<file path="src/hw/rtl/adsr_pkg.sv">
package adsr_pkg;

  // Field and register widths
  localparam int unsigned LEN_BITS      = 20;
  localparam int unsigned PERIOD_BITS   = 16;
  localparam int unsigned LEVEL_BITS    = 10;
  localparam int unsigned TIME_BITS     = 15;
  localparam int unsigned PROD_BITS     = LEVEL_BITS + TIME_BITS;
  localparam int unsigned QUOT_BITS     = 16;
  localparam int unsigned CFG_IDX_BITS  = 3;
  localparam int unsigned CFG_DATA_BITS = 20;
  localparam int unsigned IN_DATA_BITS  = 8;
  localparam int unsigned OUT_DATA_BITS = 32;

  // Parameter defaults
  localparam int unsigned RAMP_ENTRIES_DEF = 256;
  localparam int unsigned COUNT_BITS_DEF   = 20;

  // Arithmetic constants
  localparam int unsigned PERMIL_MAX = 1000;
  localparam int unsigned LOW_MAX    = 32767;

  // Register reset values
  localparam logic [PERIOD_BITS-1:0] PERIOD_RST  = 16'd1852;
  localparam logic [LEVEL_BITS-1:0]  SUSTAIN_RST = 10'd1000;
  localparam logic [LEVEL_BITS-1:0]  VOLUME_RST  = 10'd1000;

  // floor(x/1000) = (x * ceil(2^35/1000)) >> 35, exact for x below 2^25
  localparam logic [25:0] DIV1000_MUL   = 26'd34359739;
  localparam int unsigned DIV1000_SHIFT = 35;

  // Q62 fixed point for the raised-cosine table
  localparam logic [63:0] ONE_Q62 = 64'd1 << 62;
  localparam logic [63:0] PI_Q62  = 64'hC90FDAA22168C234;

  typedef enum logic [CFG_IDX_BITS-1:0] {
    CFG_PERIOD,
    CFG_NOTE,
    CFG_ATTACK,
    CFG_DECAY,
    CFG_RELEASE,
    CFG_SUSTAIN,
    CFG_VOLUME
  } cfg_idx_t;

  typedef enum logic [2:0] {
    ST_IDLE,
    ST_CLASSIFY,
    ST_DIVIDE,
    ST_ROM_ADDR,
    ST_ROM_DATA,
    ST_MUL,
    ST_SCALE,
    ST_FINISH
  } adsr_state_t;

  typedef enum logic [2:0] {
    RG_ATTACK,
    RG_DECAY,
    RG_SUSTAIN,
    RG_RELEASE,
    RG_ZERO
  } region_t;

  typedef enum logic [1:0] {
    PASS_ENV,
    PASS_VOL,
    PASS_HIGH
  } pass_t;

  // Status of the ramp store
  typedef struct packed {
    logic ready;
  } ramp_stat_t;

  function automatic logic [QUOT_BITS-1:0] div1000(input logic [PROD_BITS-1:0] x);
    logic [PROD_BITS+25:0] p;
    p = (PROD_BITS+26)'(x) * (PROD_BITS+26)'(DIV1000_MUL);
    return p[DIV1000_SHIFT +: QUOT_BITS];
  endfunction

  // (a*b) >> 62, product below 4.0 in Q62
  function automatic logic [63:0] mul_q62(input logic [63:0] a, input logic [63:0] b);
    logic [127:0] p;
    p = 128'(a) * 128'(b);
    return p[125:62];
  endfunction

  // Taylor series cosine for 0 <= x <= pi/2, elaboration use only
  function automatic logic signed [63:0] cos_q62(input logic [63:0] x);
    logic [63:0]        x2;
    logic [63:0]        term;
    logic signed [63:0] sum;
    x2   = mul_q62(x, x);
    term = ONE_Q62;
    sum  = $signed(ONE_Q62);
    term = mul_q62(term, x2) / 64'd2;   sum = sum - $signed(term);
    term = mul_q62(term, x2) / 64'd12;  sum = sum + $signed(term);
    term = mul_q62(term, x2) / 64'd30;  sum = sum - $signed(term);
    term = mul_q62(term, x2) / 64'd56;  sum = sum + $signed(term);
    term = mul_q62(term, x2) / 64'd90;  sum = sum - $signed(term);
    term = mul_q62(term, x2) / 64'd132; sum = sum + $signed(term);
    term = mul_q62(term, x2) / 64'd182; sum = sum - $signed(term);
    term = mul_q62(term, x2) / 64'd240; sum = sum + $signed(term);
    term = mul_q62(term, x2) / 64'd306; sum = sum - $signed(term);
    term = mul_q62(term, x2) / 64'd380; sum = sum + $signed(term);
    term = mul_q62(term, x2) / 64'd462; sum = sum - $signed(term);
    term = mul_q62(term, x2) / 64'd552; sum = sum + $signed(term);
    term = mul_q62(term, x2) / 64'd650; sum = sum - $signed(term);
    term = mul_q62(term, x2) / 64'd756; sum = sum + $signed(term);
    term = mul_q62(term, x2) / 64'd870; sum = sum - $signed(term);
    term = mul_q62(term, x2) / 64'd992; sum = sum + $signed(term);
    return sum;
  endfunction

  // Raised-cosine entry i of a table whose last index is last
  function automatic logic [LEVEL_BITS-1:0] ramp_value(input int unsigned i,
                                                       input int unsigned last,
                                                       input logic [63:0] step);
    logic               mirror;
    logic [63:0]        j;
    logic signed [63:0] c;
    logic [63:0]        u;
    logic [63:0]        v;
    mirror = (2 * i > last);
    j      = mirror ? 64'(last - i) : 64'(i);
    c      = cos_q62(step * j);
    if (c < 0) c = '0;
    if (c > $signed(ONE_Q62)) c = $signed(ONE_Q62);
    u = ONE_Q62 - 64'(c);
    v = ((u >> 20) * 64'd500 + (64'd1 << 41)) >> 42;
    return mirror ? LEVEL_BITS'(64'd1000 - v) : LEVEL_BITS'(v);
  endfunction

endpackage

</file>
<file path="src/hw/rtl/adsr_ram.sv">
module adsr_ram #(
  parameter int unsigned WIDTH = 10,
  parameter int unsigned DEPTH = 256
) (
  input  logic                     clk,
  input  logic                     we,
  input  logic [$clog2(DEPTH)-1:0] waddr,
  input  logic [WIDTH-1:0]         wdata,
  input  logic                     re,
  input  logic [$clog2(DEPTH)-1:0] raddr,
  output logic [WIDTH-1:0]         rdata
);

  logic [WIDTH-1:0] mem_r [DEPTH];
  logic [WIDTH-1:0] rdata_r;

  always_ff @(posedge clk) begin
    if (we) begin
      mem_r[waddr] <= wdata;
    end
    if (re) begin
      rdata_r <= mem_r[raddr];
    end
  end

  assign rdata = rdata_r;

endmodule

</file>
<file path="src/hw/rtl/adsr_ramp_store.sv">
module adsr_ramp_store
  import adsr_pkg::*;
#(
  parameter int unsigned ENTRIES = RAMP_ENTRIES_DEF
) (
  input  logic                       clk,
  input  logic                       rst_n,
  input  logic                       rd_en,
  input  logic [$clog2(ENTRIES)-1:0] rd_addr,
  output logic [LEVEL_BITS-1:0]      rd_data,
  output ramp_stat_t                 stat
);

  localparam int unsigned AW       = $clog2(ENTRIES);
  localparam logic [63:0] RampStep = PI_Q62 / 64'(ENTRIES - 1);

  logic [LEVEL_BITS-1:0] init_tab [ENTRIES];
  logic [AW-1:0]         fill_cnt_r, fill_cnt_nxt;
  logic                  fill_busy_r, fill_busy_nxt;

  // raised-cosine contents, fixed at elaboration
  for (genvar g = 0; g < ENTRIES; g++) begin : g_init
    localparam logic [LEVEL_BITS-1:0] Val = ramp_value(g, ENTRIES - 1, RampStep);
    assign init_tab[g] = Val;
  end

  // load sweep after reset, one entry a cycle
  always_comb begin
    fill_cnt_nxt  = fill_cnt_r;
    fill_busy_nxt = fill_busy_r;
    if (fill_busy_r) begin
      fill_cnt_nxt = fill_cnt_r + 1'b1;
      if (fill_cnt_r == AW'(ENTRIES - 1)) begin
        fill_busy_nxt = 1'b0;
      end
    end
  end

  always_ff @(posedge clk) begin
    if (!rst_n) begin
      fill_cnt_r  <= '0;
      fill_busy_r <= 1'b1;
    end else begin
      fill_cnt_r  <= fill_cnt_nxt;
      fill_busy_r <= fill_busy_nxt;
    end
  end

  adsr_ram #(
    .WIDTH (LEVEL_BITS),
    .DEPTH (ENTRIES)
  ) u_ram (
    .clk   (clk),
    .we    (fill_busy_r),
    .waddr (fill_cnt_r),
    .wdata (init_tab[fill_cnt_r]),
    .re    (rd_en),
    .raddr (rd_addr),
    .rdata (rd_data)
  );

  assign stat.ready = !fill_busy_r;

endmodule

</file>
<file path="src/hw/rtl/adsr_phase_div.sv">
module adsr_phase_div
  import adsr_pkg::*;
#(
  parameter int unsigned ENTRIES = RAMP_ENTRIES_DEF
) (
  input  logic                       clk,
  input  logic                       rst_n,
  input  logic                       start,
  input  logic [LEN_BITS-1:0]        phase,
  input  logic [LEN_BITS-1:0]        len,
  output logic                       done,
  output logic [$clog2(ENTRIES)-1:0] quot
);

  // quotient of phase*(ENTRIES-1)/len, one bit a cycle; phase < len keeps
  // the quotient inside IB bits
  localparam int unsigned IB = $clog2(ENTRIES);
  localparam int unsigned NB = LEN_BITS + IB;
  localparam int unsigned CB = $clog2(IB + 1);

  logic [NB-1:0] rem_r, rem_nxt;
  logic [NB-1:0] dsh_r, dsh_nxt;
  logic [IB-1:0] quot_r, quot_nxt;
  logic [CB-1:0] cnt_r, cnt_nxt;
  logic          done_r, done_nxt;

  always_comb begin
    rem_nxt  = rem_r;
    dsh_nxt  = dsh_r;
    quot_nxt = quot_r;
    cnt_nxt  = cnt_r;
    done_nxt = 1'b0;
    if (start) begin
      rem_nxt  = NB'(phase) * NB'(ENTRIES - 1);
      dsh_nxt  = NB'(len) << (IB - 1);
      quot_nxt = '0;
      cnt_nxt  = CB'(IB);
    end else if (cnt_r != '0) begin
      if (rem_r >= dsh_r) begin
        rem_nxt  = rem_r - dsh_r;
        quot_nxt = {quot_r[IB-2:0], 1'b1};
      end else begin
        quot_nxt = {quot_r[IB-2:0], 1'b0};
      end
      dsh_nxt = dsh_r >> 1;
      cnt_nxt = cnt_r - 1'b1;
      if (cnt_r == CB'(1)) begin
        done_nxt = 1'b1;
      end
    end
  end

  always_ff @(posedge clk) begin
    if (!rst_n) begin
      cnt_r  <= '0;
      done_r <= 1'b0;
    end else begin
      cnt_r  <= cnt_nxt;
      done_r <= done_nxt;
    end
    rem_r  <= rem_nxt;
    dsh_r  <= dsh_nxt;
    quot_r <= quot_nxt;
  end

  assign done = done_r;
  assign quot = quot_r;

endmodule

</file>
<file path="src/hw/rtl/adsr_duty_tone_generator_top.sv">
// ADSR duty tone generator. Each input transfer (in_tdata[0] = restart)
// yields one result transfer: the high and low tick counts of one square-wave
// cycle whose duty follows an attack/decay/sustain/release envelope scaled by
// volume, or note_done on out_tuser once a finite note has run its length.
// Items are handled one at a time. A sustain or silent cycle makes two passes
// through the shared multiply / divide-by-1000 stage. A cycle on a ramp first
// runs the bit-serial ramp index divider and the registered read of the ramp
// memory, then makes three passes on a decay or release ramp and two on an
// attack ramp. A finished note goes straight to the result. After reset the
// ramp memory is loaded with its raised-cosine shape, and no input is taken
// until it is loaded; configuration writes are taken at any time and must
// only be made while the block is idle. The result register lets the next
// input be taken while a result waits on out_tready.
module adsr_duty_tone_generator_top
  import adsr_pkg::*;
#(
  parameter int unsigned RAMP_ENTRIES = RAMP_ENTRIES_DEF,
  parameter int unsigned COUNT_BITS   = COUNT_BITS_DEF
) (
  input  logic                     clk,
  input  logic                     rst_n,
  // configuration
  input  logic                     cfg_we,
  input  logic [CFG_IDX_BITS-1:0]  cfg_index,
  input  logic [CFG_DATA_BITS-1:0] cfg_wdata,
  // input stream
  input  logic                     in_tvalid,
  output logic                     in_tready,
  input  logic [IN_DATA_BITS-1:0]  in_tdata,   // [0] restart
  // result stream
  output logic                     out_tvalid,
  input  logic                     out_tready,
  output logic [OUT_DATA_BITS-1:0] out_tdata,  // [14:0] high_time, [29:15] low_time
  output logic [0:0]               out_tuser   // [0] note_done
);

  localparam int unsigned IB = $clog2(RAMP_ENTRIES);
  localparam int unsigned WB = ((COUNT_BITS > LEN_BITS) ? COUNT_BITS : LEN_BITS) + 1;

  // configuration registers
  logic [PERIOD_BITS-1:0] period_r;
  logic [LEN_BITS-1:0]    note_r, attack_r, decay_r, release_r;
  logic [LEVEL_BITS-1:0]  sustain_r, volume_r;

  // control and datapath
  adsr_state_t            state_r, state_nxt;
  logic [COUNT_BITS-1:0]  count_r, count_nxt;
  logic [COUNT_BITS-1:0]  idx_r, idx_nxt;
  region_t                region_r, region_nxt;
  pass_t                  pass_r, pass_nxt;
  logic [LEVEL_BITS-1:0]  opa_r, opa_nxt;
  logic [TIME_BITS-1:0]   opb_r, opb_nxt;
  logic [PROD_BITS-1:0]   prod_r, prod_nxt;
  logic [TIME_BITS-1:0]   high_r, high_nxt;
  logic                   fin_r, fin_nxt;

  // result register
  logic                   out_valid_r;
  logic [OUT_DATA_BITS-1:0] out_data_r;
  logic                   out_user_r;
  logic                   out_free;
  logic                   out_load;
  logic [OUT_DATA_BITS-1:0] out_data_nxt;

  logic                   in_accept;
  logic                   div_start;
  logic                   div_done;
  logic [IB-1:0]          div_quot;
  logic [IB-1:0]          rom_addr;
  logic                   rom_re;
  logic [LEVEL_BITS-1:0]  rom_data;
  ramp_stat_t             rom_stat;

  // classification of the current index
  logic [WB-1:0]          idx_w, note_w, atk_w, dec_end_w, rel_w, sus_end_w;
  logic                   finite, sus_inf;
  logic                   cls_done;
  region_t                cls_region;
  logic [LEN_BITS-1:0]    cls_phase, cls_len;

  logic [LEVEL_BITS-1:0]  sus_sat, vol_sat;
  logic [QUOT_BITS-1:0]   scaled;
  logic [PERIOD_BITS-1:0] low_full;
  logic [TIME_BITS-1:0]   low_time;

  // configuration writes
  always_ff @(posedge clk) begin
    if (!rst_n) begin
      period_r  <= PERIOD_RST;
      note_r    <= '0;
      attack_r  <= '0;
      decay_r   <= '0;
      release_r <= '0;
      sustain_r <= SUSTAIN_RST;
      volume_r  <= VOLUME_RST;
    end else if (cfg_we) begin
      case (cfg_index)
        CFG_PERIOD:  period_r  <= cfg_wdata[PERIOD_BITS-1:0];
        CFG_NOTE:    note_r    <= cfg_wdata[LEN_BITS-1:0];
        CFG_ATTACK:  attack_r  <= cfg_wdata[LEN_BITS-1:0];
        CFG_DECAY:   decay_r   <= cfg_wdata[LEN_BITS-1:0];
        CFG_RELEASE: release_r <= cfg_wdata[LEN_BITS-1:0];
        CFG_SUSTAIN: sustain_r <= cfg_wdata[LEVEL_BITS-1:0];
        CFG_VOLUME:  volume_r  <= cfg_wdata[LEVEL_BITS-1:0];
        default: ;
      endcase
    end
  end

  // levels above full scale count as full scale
  assign sus_sat = (sustain_r > LEVEL_BITS'(PERMIL_MAX)) ? LEVEL_BITS'(PERMIL_MAX) : sustain_r;
  assign vol_sat = (volume_r > LEVEL_BITS'(PERMIL_MAX)) ? LEVEL_BITS'(PERMIL_MAX) : volume_r;

  // envelope region and ramp phase
  always_comb begin
    idx_w      = WB'(idx_r);
    note_w     = WB'(note_r);
    atk_w      = WB'(attack_r);
    rel_w      = WB'(release_r);
    dec_end_w  = atk_w + WB'(decay_r);
    finite     = (note_r != '0);
    sus_inf    = !finite;
    sus_end_w  = (rel_w > note_w) ? '0 : (note_w - rel_w);
    cls_done   = finite && (idx_w >= note_w);
    cls_phase  = '0;
    cls_len    = '0;
    if (idx_w < atk_w) begin
      cls_region = RG_ATTACK;
      cls_phase  = LEN_BITS'(idx_w);
      cls_len    = attack_r;
    end else if ((idx_w < dec_end_w) && (decay_r != '0)) begin
      cls_region = RG_DECAY;
      cls_phase  = LEN_BITS'(idx_w - atk_w);
      cls_len    = decay_r;
    end else if (sus_inf || (idx_w < sus_end_w)) begin
      cls_region = RG_SUSTAIN;
    end else if (release_r != '0) begin
      cls_region = RG_RELEASE;
      cls_phase  = LEN_BITS'(idx_w - sus_end_w);
      cls_len    = release_r;
    end else begin
      cls_region = RG_ZERO;
    end
  end

  assign in_tready = (state_r == ST_IDLE) && rom_stat.ready;
  assign in_accept = in_tvalid && in_tready;
  assign out_free  = !out_valid_r || out_tready;
  assign scaled    = div1000(prod_r);
  assign rom_addr  = (div_quot > IB'(RAMP_ENTRIES - 1)) ? IB'(RAMP_ENTRIES - 1) : div_quot;

  // low phase: the rest of the period, floored at zero and clamped
  assign low_full = (period_r >= PERIOD_BITS'(high_r)) ? (period_r - PERIOD_BITS'(high_r)) : '0;
  assign low_time = (low_full > PERIOD_BITS'(LOW_MAX)) ? TIME_BITS'(LOW_MAX)
                                                       : low_full[TIME_BITS-1:0];

  // next state
  always_comb begin
    state_nxt = state_r;
    case (state_r)
      ST_IDLE: begin
        if (in_accept) state_nxt = ST_CLASSIFY;
      end
      ST_CLASSIFY: begin
        if (cls_done) begin
          state_nxt = ST_FINISH;
        end else if (cls_region inside {RG_SUSTAIN, RG_ZERO}) begin
          state_nxt = ST_MUL;
        end else begin
          state_nxt = ST_DIVIDE;
        end
      end
      ST_DIVIDE: begin
        if (div_done) state_nxt = ST_ROM_ADDR;
      end
      ST_ROM_ADDR: state_nxt = ST_ROM_DATA;
      ST_ROM_DATA: state_nxt = ST_MUL;
      ST_MUL:      state_nxt = ST_SCALE;
      ST_SCALE: begin
        state_nxt = (pass_r == PASS_HIGH) ? ST_FINISH : ST_MUL;
      end
      ST_FINISH: begin
        if (out_free) state_nxt = ST_IDLE;
      end
      default: state_nxt = ST_IDLE;
    endcase
  end

  // datapath and outputs
  always_comb begin
    idx_nxt      = idx_r;
    count_nxt    = count_r;
    region_nxt   = region_r;
    pass_nxt     = pass_r;
    opa_nxt      = opa_r;
    opb_nxt      = opb_r;
    prod_nxt     = prod_r;
    high_nxt     = high_r;
    fin_nxt      = fin_r;
    div_start    = 1'b0;
    rom_re       = 1'b0;
    out_load     = 1'b0;
    out_data_nxt = '0;
    case (state_r)
      ST_IDLE: begin
        if (in_accept) idx_nxt = in_tdata[0] ? '0 : count_r;
      end
      ST_CLASSIFY: begin
        fin_nxt    = cls_done;
        region_nxt = cls_region;
        pass_nxt   = PASS_VOL;
        opb_nxt    = TIME_BITS'(vol_sat);
        if (cls_region == RG_SUSTAIN) begin
          opa_nxt = sus_sat;
        end else begin
          opa_nxt = '0;
        end
        div_start = !cls_done && (cls_region inside {RG_ATTACK, RG_DECAY, RG_RELEASE});
      end
      ST_ROM_ADDR: rom_re = 1'b1;
      ST_ROM_DATA: begin
        case (region_r)
          RG_DECAY: begin
            opa_nxt  = LEVEL_BITS'(PERMIL_MAX) - sus_sat;
            opb_nxt  = TIME_BITS'(rom_data);
            pass_nxt = PASS_ENV;
          end
          RG_RELEASE: begin
            opa_nxt  = sus_sat;
            opb_nxt  = TIME_BITS'(LEVEL_BITS'(PERMIL_MAX) - rom_data);
            pass_nxt = PASS_ENV;
          end
          default: begin
            opa_nxt  = rom_data;
            opb_nxt  = TIME_BITS'(vol_sat);
            pass_nxt = PASS_VOL;
          end
        endcase
      end
      ST_MUL: prod_nxt = PROD_BITS'(opa_r) * PROD_BITS'(opb_r);
      ST_SCALE: begin
        case (pass_r)
          PASS_ENV: begin
            opa_nxt  = (region_r == RG_DECAY) ? (LEVEL_BITS'(PERMIL_MAX) - scaled[LEVEL_BITS-1:0])
                                               : scaled[LEVEL_BITS-1:0];
            opb_nxt  = TIME_BITS'(vol_sat);
            pass_nxt = PASS_VOL;
          end
          PASS_VOL: begin
            opa_nxt  = scaled[LEVEL_BITS-1:0];
            opb_nxt  = period_r[PERIOD_BITS-1:1];
            pass_nxt = PASS_HIGH;
          end
          default: begin
            high_nxt = (scaled == '0) ? TIME_BITS'(1) : scaled[TIME_BITS-1:0];
          end
        endcase
      end
      ST_FINISH: begin
        if (out_free) begin
          out_load = 1'b1;
          if (fin_r) begin
            out_data_nxt = '0;
            count_nxt    = idx_r;
          end else begin
            out_data_nxt = OUT_DATA_BITS'({low_time, high_r});
            count_nxt    = (idx_r != '1) ? (idx_r + 1'b1) : idx_r;
          end
        end
      end
      default: ;
    endcase
  end

  always_ff @(posedge clk) begin
    if (!rst_n) begin
      state_r <= ST_IDLE;
      count_r <= '0;
    end else begin
      state_r <= state_nxt;
      count_r <= count_nxt;
    end
    idx_r    <= idx_nxt;
    region_r <= region_nxt;
    pass_r   <= pass_nxt;
    opa_r    <= opa_nxt;
    opb_r    <= opb_nxt;
    prod_r   <= prod_nxt;
    high_r   <= high_nxt;
    fin_r    <= fin_nxt;
  end

  // result register
  always_ff @(posedge clk) begin
    if (!rst_n) begin
      out_valid_r <= 1'b0;
    end else if (out_load) begin
      out_valid_r <= 1'b1;
    end else if (out_tready) begin
      out_valid_r <= 1'b0;
    end
    if (out_load) begin
      out_data_r <= out_data_nxt;
      out_user_r <= fin_r;
    end
  end

  assign out_tvalid = out_valid_r;
  assign out_tdata  = out_data_r;
  assign out_tuser  = out_user_r;

  adsr_phase_div #(
    .ENTRIES (RAMP_ENTRIES)
  ) u_div (
    .clk   (clk),
    .rst_n (rst_n),
    .start (div_start),
    .phase (cls_phase),
    .len   (cls_len),
    .done  (div_done),
    .quot  (div_quot)
  );

  adsr_ramp_store #(
    .ENTRIES (RAMP_ENTRIES)
  ) u_ramp (
    .clk     (clk),
    .rst_n   (rst_n),
    .rd_en   (rom_re),
    .rd_addr (rom_addr),
    .rd_data (rom_data),
    .stat    (rom_stat)
  );

endmodule

</file>
<file path="config.mk">
export PLATFORM = sky130hd
export DESIGN_NAME = adsr_duty_tone_generator_top
export DESIGN_NICKNAME = d
export VERILOG_FILES = /design/src/hw/rtl/adsr_pkg.sv /design/src/hw/rtl/adsr_ram.sv /design/src/hw/rtl/adsr_ramp_store.sv /design/src/hw/rtl/adsr_phase_div.sv /design/src/hw/rtl/adsr_duty_tone_generator_top.sv
export SDC_FILE = /design/constraint.sdc
export NUM_CORES = 2
export LEC_CHECK = 0
export BUFFER_PORTS_ARGS = -buffer_cell sky130_fd_sc_hd__buf_2
export CORE_UTILIZATION = 40
export CTS_CLUSTER_DIAMETER = 30
export DETAILED_ROUTE_END_ITERATION = 12
export GPL_TIMING_DRIVEN = 0
export HOLD_SLACK_MARGIN = 0.05
export SLEW_MARGIN = 5
export SYNTH_ARGS = -nofsm -noshare
export SYNTH_HDL_FRONTEND = slang
export SYNTH_HIERARCHICAL = 1
export SYNTH_SLANG_ARGS = --single-unit
</file>
<file path="constraint.sdc">
create_clock -name clk -period 19.7 [get_ports clk]
set_clock_uncertainty 0.1 [all_clocks]
set_input_delay 3.94 -clock clk [delete_from_list [all_inputs] [get_ports clk]]
set_output_delay 3.94 -clock clk [all_outputs]
set_load 0.005 [all_outputs]
</file>
* After elaboration in Yosys (flattened, before gate mapping)
Memories as Yosys holds them, arrays and structs flattened. A register that Yosys moved wholly into a read port is not among the register bits.
Index checks and enable logic that the tools add are counted.
** Storage, ports and cells
- Flip-flop bits (word level) :: 341
- Memory bits (writable) :: 2560
- Memory bits (read-only) :: 2560
- Input port bits :: 36
- Output and inout port bits :: 35
- Word-level logic and storage cells :: 196
- Memories kept :: 2
** Memory list
- (name not given) :: depth 256, bits a word 10, rd ports 1, clocked after memory_dff 0, write ports 0, line adsr_ramp_store.sv:56 : .wdata (init_tab[fill_cnt_r]),
- u_ramp.u_ram.mem_r :: depth 256, bits a word 10, rd ports 1, clocked after memory_dff 1, write ports 1, line adsr_ram.sv:14 : logic [WIDTH-1:0] mem_r [DEPTH];
** Operators by class
- Add/subtract/negate cells :: 12
- Multipliers :: 3
- $lt $le $gt $ge :: 12
- Equal/unequal tests :: 28
- Multiplexer cells :: 59
- Bitwise gates (word level) :: 6
- Reductions and logical operators :: 44
** Operators with widths (number)
- $mux W20 :: 10
- $mux W28 :: 3
- $mux W10 :: 6
- $pmux W15 S2 :: 2
- $reduce_bool A20 Y1 :: 3
- $mux W27 :: 2
- $mul A25 B26 Y51 const B :: 1
- $pmux W15 S3 :: 1
- $lt A20 B21 Y1 :: 2
- $pmux W10 S2 :: 2
- $sub A20 B20 Y20 :: 2
- $pmux W10 S3 :: 1
- $ge A28 B27 Y1 :: 1
- $mul A20 B8 Y28 const B :: 1
- $sub A28 B27 Y28 :: 1
- $mux W3 :: 9
- $mul A10 B15 Y25 :: 1
- $eq A3 B3 Y1 const B :: 8
- $pmux W3 S8 :: 1
- $reduce_and A2 Y1 :: 12
- $add A20 B20 Y21 :: 1
- $eq A3 B2 Y1 const B :: 7
- $mux W21 :: 1
- $sub A20 B20 Y21 :: 1
- other kinds (45) :: 85

* Longest topological paths before layout
- Depth in word-level cells :: 13
- Depth in mapped cells :: 43
- Mapped depth without buffers :: 41

* Hierarchy
Netlist, hierarchy kept.
** By module, submodules not included
- adsr_ram :: instances 1, cells each 4642, area an instance 99354.0 µm², seq. area each 77174.0 µm²
- adsr_duty_tone_generator_top :: instances 1, cells each 3592, area an instance 31651.6 µm², seq. area each 6466.2 µm²
- adsr_phase_div :: instances 1, cells each 843, area an instance 7970.1 µm², seq. area each 1841.8 µm²
- adsr_ramp_store :: instances 1, cells each 420, area an instance 2891.5 µm², seq. area each 180.2 µm²

* Worst setup path before layout
OpenSTA, ideal clock, no wires.
- Kind :: register to register
- From :: register u_ramp.fill_cnt_r[1]
- To :: memory u_ramp.u_ram.mem_r[0][3] (data pin)
- Setup time :: 2.264 ns
- Arrival :: 12.513 ns
- Data required time :: 17.336 ns
- Path slack :: 4.823 ns
- Cell stages (with the launch flop) :: 9
- Path buffers :: 1
- Period minus slack after synthesis :: 14.877 ns
- Path through :: dfxtp_1 -> clkbuf_1 -> inv_1 -> ha_1 -> nor2b_4 -> or3_1 -> a21oi_1 -> nor3_1 -> o32ai_1
** Between the ends
- Longest elaborated chain between the ends :: 4
** Ends and longest elaborated chain
- start, declared :: line adsr_ramp_store.sv:18 : logic [AW-1:0] fill_cnt_r, fill_cnt_nxt;
- start signal, assigned :: line adsr_ramp_store.sv:44 : fill_cnt_r <= fill_cnt_nxt;
- $not A8 Y9 (implied by the code) :: line adsr_ramp_store.sv:56
- $mem_v2 Z256 W10
- $mux W10 (implied by the code) (2 in series) :: line adsr_ramp_store.sv:56
- end, declared :: line adsr_ram.sv:14
No other way between the ends. The select of a mux whose other input is x is not followed.

* Worst setup path after layout
- From :: register release_r[1]
- To :: register u_div.rem_r[27] (data pin)
** Between the ends
- Elaborated cells between the ends (all ways) :: 23
- Classes of those cells :: add/sub (2); mul (1); order compare (2); eq/ne (2); mux (11); reduce/logical (5)
** RTL lines
- start, declared :: line adsr_duty_tone_generator_top.sv:42 : logic [LEN_BITS-1:0] note_r, attack_r, decay_r, release_r;
- start signal, assigned :: line adsr_duty_tone_generator_top.sv:102 : CFG_RELEASE: release_r <= cfg_wdata[LEN_BITS-1:0];
- $sub A20 B20 Y21 / $gt A20 B20 Y1 (equally long branches) :: line adsr_duty_tone_generator_top.sv:123 : sus_end_w = (rel_w > note_w) ? '0 : (note_w - rel_w);
- $mux W21 :: line adsr_duty_tone_generator_top.sv:123
- $sub A20 B20 Y20 / $lt A20 B21 Y1 (equally long branches) :: line adsr_duty_tone_generator_top.sv:139, adsr_duty_tone_generator_top.sv:135
- $mux W20 / $logic_or A1 B1 Y1 (equally long branches) :: line adsr_duty_tone_generator_top.sv:137, adsr_duty_tone_generator_top.sv:135
- $mux W20 (*) :: line adsr_duty_tone_generator_top.sv:135 : end else if (sus_inf || (idx_w < sus_end_w)) begin
- $mux W20 (*) :: line adsr_duty_tone_generator_top.sv:131 : end else if ((idx_w < dec_end_w) && (decay_r != '0)) begin
- $mux W20 (*) :: line adsr_duty_tone_generator_top.sv:127 : if (idx_w < atk_w) begin
- via cls_phase[14] :: line adsr_duty_tone_generator_top.sv:79 : logic [LEN_BITS-1:0] cls_phase, cls_len;
- $mul A20 B8 Y28 (*) :: line adsr_phase_div.sv:34 : rem_nxt = NB'(phase) * NB'(ENTRIES - 1);
- $mux W28 (*) :: line adsr_phase_div.sv:33 : if (start) begin
- via u_div.rem_nxt[27] :: line adsr_phase_div.sv:21 : logic [NB-1:0] rem_r, rem_nxt;
- end signal, assigned :: line adsr_phase_div.sv:61 : rem_r <= rem_nxt;
- end, declared :: line adsr_phase_div.sv:21
Mark *: on every way through the listed nets, which the timed path passes. The rest lies on a longest branch.
A chain may end at the register's enable or synchronous reset.

==> results.cfg <==
[status]
violations = max-capacitance violations, max-slew violations
status = finished, violations left

[logic_synthesis]
syn_area_per_cell_um2 = 14.94
ys_seq_elements = 2909
syn_area_mm2 = 0.1419
synth.top_cell.area_share_pct = 58.00
synth-async-reset-ratio_pct = 0
ys_types = 116
synthTopCellsByArea = edfxtp_1 (58%), mux4_2 (7.9%), fa_1 (5.7%)
yosysWarnings = 6
synth-seq-area-share_pct = 60.38
synth_cells = 9497
synth-edff-count = 2740
synthFlopType = edfxtp_1
synth_top_area_cell = edfxtp_1

[worst_setup_path]
arrival_ns = 13.97
critPathKind = reg -> reg
endpoint_kind = register
start_kind = register
cpPeakStageDelay_ns = 0.90
path_max_fanout = 10
cp_common_cell = fa_1
crit_path_start = release_r[1]
critPathSlowestCell = nor3_1
crit_required_ns = 20.29
timing.rr.start = release_r[1]

[die]
rows = 218
start_util_pct = 40.23
fp.dieArea_mm2 = 0.3571
core_area_mm2 = 0.3527
die_w_um = 597.5
die_h_um = 597.5
pin_count = 71

[route]
antenna_left = 0
dr.pass1.iters = 7
via_per_inst = 5.911
wl_mm = 467.5
drc = 0
avgRoutedWirePerCell_um = 30.53
first_iter_violations = 11720
num_vias = 90520

[clock_tree]
cts_made_buffers = 480
post_cts_resized = 0
clk_root_buffer_cell = clkbuf_16
clkTransAtPathRegs_ns = 0.05
cts.sinks = 2909
clockBufferDepth = 4
clk_latency_ns = 1.03
cts_tree = done
ctsHoldBuffers = 0
htreeDepth = 5
post_cts_buffers = 0

[grt]
grt_first_pass_wirelength_mm = 659.9
grt-ovfl-total = 0
antenna_found_initial = 24
grt_pass1_vias = 90430
grt.total_usage_pct = 25.85
grt_max_degree = 74

[min_path]
hold_start = count_r[16]
hold_class = reg -> reg

[place]
place_inst = 14390
gp_congestion = 0.9551
port_buffers = 60
dp_hpwl_mm = 333.9

[timing]
max_freq_ghz = 0.07475
min_period_ns = 13.38
setup_viol = 0
rsz0062_at_grt = no
period_share_pct = 67.91
finalSetupTns_ns = 0
hold_viol_final = 0
worstMarginPinSlew_ns = 1.581
slew_violations = 7
slew_headroom_pct = -6.507

[power]
irDropWorstVdd_mv = 0.1017
p_per_area_mw_per_mm2 = 132.1
leakagePower_nw = 60.62

[layout]
finalNetCount = 11130
layout_common_cells = edfxtp_1 (2740), inv_1 (718), nand2_1 (657), ha_1 (544), nor2_1 (505)
area_growth_pct = 18.23
final_common_cell = edfxtp_1
drive_gt1_share_pct = 17.02
layout.cells.non_filler = 15310

[job]
drv_cap = 4
logic make-up after synthesis:
| family | after synthesis | synth area share [%] |
|---|---|---|
| AO/OA/AOI/OAI | 1569 | 7.610 |
| XOR/XNOR | 190 | 1.173 |
| adder cells (fa/ha/maj) | 947 | 10.48 |
| buffers and inverters | 1186 | 3.772 |
| flip-flops | 2909 | 60.38 |
| multiplexers | 773 | 10.33 |
| other | 1 | 0.002643 |
| AND/OR/NAND/NOR | 1922 | 6.250 |
cells in the mapped netlist (20+ instances only):
| master | instances |
|---|---|
| a211oi_1 | 55 |
| a21boi_0 | 113 |
| a21o_1 | 96 |
| a21oi_1 | 345 |
| a221oi_1 | 32 |
| a22oi_1 | 200 |
| a31oi_1 | 60 |
| and2_1 | 86 |
| and3_1 | 34 |
| buf_1 | 30 |
| buf_2 | 70 |
| buf_4 | 35 |
| buf_6 | 29 |
| clkbuf_1 | 264 |
| dfxtp_1 | 169 |
| edfxtp_1 | 2740 |
| fa_1 | 402 |
| ha_1 | 544 |
| inv_1 | 718 |
| mux2i_1 | 227 |
| mux4_1 | 41 |
| mux4_2 | 499 |
| nand2_1 | 657 |
| nand2b_1 | 61 |
| nand3_1 | 147 |
| nand4_1 | 38 |
| nor2_1 | 527 |
| nor2b_1 | 97 |
| nor3_1 | 101 |
| nor4_1 | 57 |
| o211a_1 | 23 |
| o211ai_1 | 39 |
| o21a_1 | 46 |
| o21ai_0 | 178 |
| o21bai_1 | 24 |
| o221ai_1 | 49 |
| o22ai_1 | 65 |
| o31ai_1 | 38 |
| or2_2 | 20 |
| or3_1 | 40 |
| xnor2_1 | 119 |
| xor2_1 | 71 |
sequential cells by signal, indices dropped and copies added (netlist names), 8 cells and up:
signal and cells:
period_r 16, u_div/rem_r 28, sustain_r 10, prod_r 25, high_r 15, volume_r 10
u_ramp/u_ram/rdata 10, idx_r 20, count_r 20, u_ramp/u_ram/mem_r 2560, release_r 20, u_div/dsh_r 27
opb_r 15, note_r 20, attack_r 20, decay_r 20, opa_r 10, u_ramp/fill_cnt_r 8
u_div/quot 8, out_tdata 30
cell type report:
class | count | area (um2)
fillers | 29930 | 185000
well taps | 4730 | 5918
plain buffers | 463 | 2680
multi-input cells | 5403 | 51130
inverters | 723 | 2714
clock inverters | 377 | 4767
repair buffers | 167 | 2459
diodes | 13 | 32.53
flip-flops and latches | 2909 | 85660
clock buffers | 528 | 12360
per-stage QoR:
step / util [%] / instance area (um2) / setup WS, ns / hold WS, ns / power [W]
after floorplan: - / 141900 / 4.823 / 0.3244 / 0.01071
after global placement: 41.99 / 148100 / -11.08 / 0.3494 / 0.01318
after global routing: 47.55 / 167700 / 5.753 / 0.3891 / 0.02267
final: 47.56 / 167700 / 6.321 / 0.3682 / 0.02216
after CTS: 47.53 / 167600 / 6.537 / 0.3685 / 0.02198
after detailed placement: 42.67 / 150500 / 6.593 / 0.3605 / 0.01324
critical path: cells and delay by family, from the launching register on:
| kind | cells | cell delay, ns |
|---|---|---|
| DFF | 1 | 0.40 |
| buffers and inverters | 6 | 1.56 |
| and+or+nand+nor | 10 | 3.13 |
| xor gates and xnor gates | 1 | 0.29 |
| AOI/OAI and AO/OA | 15 | 4.44 |
| adders and majority gates | 7 | 3.13 |
routing by layer:
metal  GRT usage [%]  vias up  wire length, um
li1                -    37710                -
met1           33.11    46530           176400
met2           41.15     5190           215400
met3           6.959     1073            51350
met4           11.58       16            24250
met5               0        -              114
power by group:
group | switching [W] | internal [W]
sequential | 0.0000633 | 0.00685
clock | 0.00309 | 0.00566
combinational | 0.00434 | 0.00216
worst paths after layout:
| check | to | slack [ns] | cells past startpoint |
|---|---|---|---|
| setup / recovery | u_div/rem_r[27] | 6.32 | 39 |
| hold reg to reg | count_r[16] | 0.37 | 2 |
| hold / removal | count_r[16] | 0.37 | 2 |
| setup reg to reg | u_div/rem_r[27] | 6.32 | 39 |
(Power assumes the default switching activity.)
